`config.mk`:
```
export PLATFORM = sky130hd
export DESIGN_NAME = swbrm_ctrl
export DESIGN_NICKNAME = d
export VERILOG_FILES = /design/src/hdl/swbrm_pkg.sv /design/src/hdl/swbrm_ctrl.sv
export SDC_FILE = /design/constraint.sdc
export NUM_CORES = 1
export LEC_CHECK = 0
export ABC_AREA = 1
export BUFFER_PORTS_ARGS = -buffer_cell sky130_fd_sc_hd__buf_2
export CAP_MARGIN = 40
export CELL_PAD_IN_SITES_DETAIL_PLACEMENT = 1
export CELL_PAD_IN_SITES_GLOBAL_PLACEMENT = 2
export CORE_AREA = 4 4 47 60
export CTS_CLUSTER_SIZE = 16
export DETAILED_ROUTE_END_ITERATION = 8
export DIE_AREA = 0 0 51 64
export GPL_TIMING_DRIVEN = 1
export PLACE_DENSITY = 0.86
export SLEW_MARGIN = 40
export SYNTH_ARGS = -nofsm -noshare
export SYNTH_HDL_FRONTEND = slang
export SYNTH_SLANG_ARGS = --single-unit
```
`constraint.sdc`:
```
create_clock -name aclk -period 2 [get_ports aclk]
set_input_delay 0.2 -clock aclk [delete_from_list [all_inputs] [get_ports aclk]]
set_output_delay 0.2 -clock aclk [all_outputs]
set_load 0.05 [all_outputs]
```
`src/hdl/swbrm_pkg.sv`:
```
// shared widths, register indexes and controller/datapath interface types
`default_nettype none

package swbrm_pkg;

    // ring depth default
    localparam int RING_DEPTH_DEF = 256;

    // field widths
    localparam int TIME_W  = 32;
    localparam int BYTES_W = 32;
    localparam int WIN_W   = 32;
    localparam int TPS_W   = 30;
    localparam int SPEED_W = 48;
    localparam int TOTAL_W = 40;
    localparam int CFG_W   = 32;
    localparam int CFG_IDX_W = 1;

    // speed arithmetic: total times ticks per second, split in two halves
    localparam int PROD_W = TOTAL_W + TPS_W;
    localparam int HALF_W = TOTAL_W / 2;

    // register indexes
    localparam logic [CFG_IDX_W-1:0] CFG_WINDOW_TICKS     = 1'b0;
    localparam logic [CFG_IDX_W-1:0] CFG_TICKS_PER_SECOND = 1'b1;

    // register reset values
    localparam logic [WIN_W-1:0] WIN_RESET = 32'd1000000;
    localparam logic [TPS_W-1:0] TPS_RESET = 30'd1000000;

    // transaction modes
    localparam logic MODE_ADD   = 1'b0;
    localparam logic MODE_QUERY = 1'b1;

    // commands from controller to datapath
    typedef struct packed {
        logic latch;
        logic pop;
        logic append;
        logic mul_lo;
        logic mul_hi;
        logic div_init;
        logic div_step;
        logic load_out;
    } swbrm_cmd_t;

    // status from datapath to controller
    typedef struct packed {
        logic mode_query;
        logic expire_hit;
        logic seen_add;
        logic out_free;
    } swbrm_status_t;

endpackage

`default_nettype wire

```
`src/hdl/swbrm_ctrl.sv`:
```
// controller state machine: expiry loop, append, multiply and divide sequencing
`default_nettype none

module swbrm_ctrl (
    input  wire logic                      aclk,
    input  wire logic                      aresetn,
    input  wire logic                      s_valid,
    output logic                           s_ready,
    input  wire swbrm_pkg::swbrm_status_t  status,
    output swbrm_pkg::swbrm_cmd_t          cmd
);
    import swbrm_pkg::*;

    localparam int STATE_W = 3;
    localparam logic [STATE_W-1:0] S_IDLE     = 3'd0;
    localparam logic [STATE_W-1:0] S_EXPIRE   = 3'd1;
    localparam logic [STATE_W-1:0] S_APPEND   = 3'd2;
    localparam logic [STATE_W-1:0] S_MUL_LO   = 3'd3;
    localparam logic [STATE_W-1:0] S_MUL_HI   = 3'd4;
    localparam logic [STATE_W-1:0] S_DIV_INIT = 3'd5;
    localparam logic [STATE_W-1:0] S_DIV      = 3'd6;
    localparam logic [STATE_W-1:0] S_DONE     = 3'd7;

    localparam int DIV_CNT_W = $clog2(SPEED_W);
    localparam logic [DIV_CNT_W-1:0] LAST_STEP = DIV_CNT_W'(SPEED_W - 1);

    logic [STATE_W-1:0]   state_reg, state_next;
    logic [DIV_CNT_W-1:0] step_reg, step_next;

    // next state and commands
    always_comb begin
        state_next = state_reg;
        step_next  = step_reg;
        cmd        = '0;
        s_ready    = 1'b0;
        case (state_reg)
            S_IDLE: begin
                s_ready   = 1'b1;
                cmd.latch = s_valid;
                if (s_valid) begin
                    state_next = S_EXPIRE;
                end
            end
            S_EXPIRE: begin
                if (status.expire_hit) begin
                    cmd.pop = 1'b1;
                end else if (!status.mode_query) begin
                    state_next = S_APPEND;
                end else if (status.seen_add) begin
                    state_next = S_MUL_LO;
                end else begin
                    state_next = S_DONE;
                end
            end
            S_APPEND: begin
                cmd.append = 1'b1;
                state_next = S_IDLE;
            end
            S_MUL_LO: begin
                cmd.mul_lo = 1'b1;
                state_next = S_MUL_HI;
            end
            S_MUL_HI: begin
                cmd.mul_hi = 1'b1;
                state_next = S_DIV_INIT;
            end
            S_DIV_INIT: begin
                cmd.div_init = 1'b1;
                step_next    = '0;
                state_next   = S_DIV;
            end
            S_DIV: begin
                cmd.div_step = 1'b1;
                step_next    = step_reg + 1'b1;
                if (step_reg == LAST_STEP) begin
                    state_next = S_DONE;
                end
            end
            S_DONE: begin
                if (status.out_free) begin
                    cmd.load_out = 1'b1;
                    state_next   = S_IDLE;
                end
            end
            default: begin
                state_next = S_IDLE;
            end
        endcase
    end

    // state registers
    always_ff @(posedge aclk) begin
        if (!aresetn) begin
            state_reg <= S_IDLE;
            step_reg  <= '0;
        end else begin
            state_reg <= state_next;
            step_reg  <= step_next;
        end
    end

endmodule

`default_nettype wire

```
==> results.md <==
- Int Power: about 380 µW
- Crit path max fanout: 8
- Hold Vio Cnt, Final: 0
- Post-synth net total: between 90 and 100
- CP Class: reg2out
- Die Y: approximately 64 µm
- Post-route ant nets: 0
- TritonRoute pass-1 iters: 1
- Max transition margin: 0.801
- WP data arrival: roughly 1.5 ns
- Fin nets: roughly 120
- Slew @ Worst Pin: 0.298 ns
- Hold Path Class: in2reg
- Setup TNS Final: 0 ns
- Main combinational cell family by area after synthesis: simple AND/OR/NAND/NOR gates
- Tmin final: 1.66 ns
- Initial core utilization: 0.244
- Worst skew pair latency: about 0.26 ns
- Period Utilization, post-route: 0.832
- Sequential share of power: 0.310
- Critical Path RT: ~1.8 ns
- Root Buffer: clkbuf_4
- Die area: roughly 3300 µm²
- Dpl cells: around 140
- Synthesized flop and latch total: 9
- Adder-cell share of the synthesized area: 0.0220
- Fin cells: between 100 and 150
- GRT Total Usage: 0.105
- Post-layout util: 0.299
- Synth Cell Area: 568 µm²
- Post-DR wirelength/cell: about 10 µm
- Register area share after synthesis: 0.317
- Switching share of power: 0.520
- Post-synthesis xor/xnor area fraction: 0
- Count of different cell masters after synthesis: 19
- Largest net degree at the start of global routing: 10
- Routed vias: 639
- I/O Pins: 16
- Lkg Pwr: about 0.00034 µW
- First-pass GRT wire length: approximately 2600 µm
- Synthesized area per cell: about 6.2 µm²
- Routed WL: around 1400 µm
- Worst setup margin: around 0.34 ns
- CTS buffer count: 3
- Clock Sinks: 9
- Worst setup SP type: flip-flop
- Clock group share of total power: 0.174
- Comb pwr share: 0.516
- Post-Synth Simple-Gate Area: 0.392
- Slew Viols, Final: 0
- Depth of the CTS H-tree: 1
- Max-cap violations: 0
- Syn Inst Count: 91
- Initial antenna violation count: 0
- CTS Hold Bufs: 0
- Post-CTS Resized: 0
- Fin Hold WS: approximately 0.20 ns
- Area fraction in compound gates after synthesis: 0.150
- Fmax: 601 MHz
- Layout Area Growth over Synthesis: 22.5%
- RSZ-0062 raised after global routing: false
- Buffers inserted by post-CTS timing repair: 0
- DRC viols: 0
- Port Buf Inserts: 15
- CTS tree: yes
- Max reg flops: 6
- Yosys warnings: 0
- Clock transition at path regs: around 0.060 ns
- Die X: 51 µm
- Worst clock skew: between 0.0003 and 0.0004 ns
- Outcome: complete, no violations
- Final setup fails: 0
- Max Root-Sink Buffers: 2
- Pre-CTS WS: ~0.6 ns
- Psw: between 400 and 500 µW
- Number of global-route vias before repair: approximately 650
- Final Wtd Congestion: 0.771
- Mux contribution to synthesized area: 0
- Maximum vdd drop: around 410 µV
- Final HPWL DP: approximately 1200 µm
- Core Region: around 2300 µm²
- CP Capture Type: output pin
- N_diodes: 0
- DR iter-0 viols: 0
- Power per cell area: roughly 1100 nW/µm²
- # rows: 20
- Layout cells sized above 1: 0.259
- DR vias/cell: between 4 and 5
- Total grt overflow: 0
critical path, stage by stage, from the launching register on:
cell     delay (ns)
dfxtp_1        0.47
nand2_1        0.11
nor2_1         0.20
nand2_2        0.11
inv_1          0.06
buf_2          0.25
per-layer routing:
layer  track usage  share of wire  up-vias
met5             0              0        -
met4        0.0842          0.056        0
met3        0.0256          0.069        9
met2         0.171           0.47       20
met1         0.113           0.40      283
li1              -              -      327
cells in the final DEF (no fill, tap or decap), types with 2 or more instances in the layout:
cell       n
dfxtp_1    9
nand2_1   21
nor2_1    11
o21ai_0    2
nand3_1    8
inv_2      3
nor3_1     3
clkbuf_4   3
buf_2     15
inv_1     11
a21oi_1    9
nand4_1    2
nor2_2     3
synthesized netlist by cell type, drive strengths merged:
library cell   n  share of area
nor3           3          0.026
inv           14          0.093
o21ai          4          0.042
nand4          2          0.022
dfxtp          9           0.32
a21oi          9          0.079
buf            2          0.026
nand2         22           0.15
nand3          9          0.088
a31o           1          0.015
nor2          14           0.11
ha             1          0.022
a211oi         1          0.013
area by class of cell:
| class | count | area (µm²) |
|---|---|---|
| Clock buffer | 4 | 26.3 |
| Timing Repair Buffer | 15 | 75.1 |
| Inverter | 14 | 52.6 |
| Tap cell | 33 | 41.3 |
| Fill cell | 322 | 1630 |
| Multi-Input combinational cell | 66 | 320 |
| Sequential cell | 9 | 180 |
power groups by stage:
stage	Clock, µW	Combinational, µW	Sequential [µW]
2_1_floorplan	0	371	217
3_3_place_gp	0	411	247
3_5_place_dp	0	415	249
4_1_cts	147	416	246
5_1_grt	160	458	251
6_report	139	410	246
cells by family (layout without fill, tap and decap cells):
group / Yosys count / after routing
buf+inv: 16 / 33
fa+ha+maj: 1 / 1
flops: 9 / 9
compound gates: 15 / 15
simple gates: 50 / 50
final timing paths:
path | cells after the start | slack (ns) | start | to
worst max-delay path | 5 | 0.34 | state_reg[0] | cmd[6]
worst min-delay path | 3 | 0.20 | aresetn | state_reg[0]
worst max register to register | 7 | 0.65 | step_reg[0] | state_reg[2]
worst min register to register | 1 | 0.48 | step_reg[4] | step_reg[4]
through the flow:
stage | power (µW) | area [µm²]
global route | 870 | 696
CTS | 809 | 696
finish | 794 | 696
detailed placement | 664 | 669
global placement | 658 | 669
floorplan | 588 | 568
(Power assumes the default switching activity.)
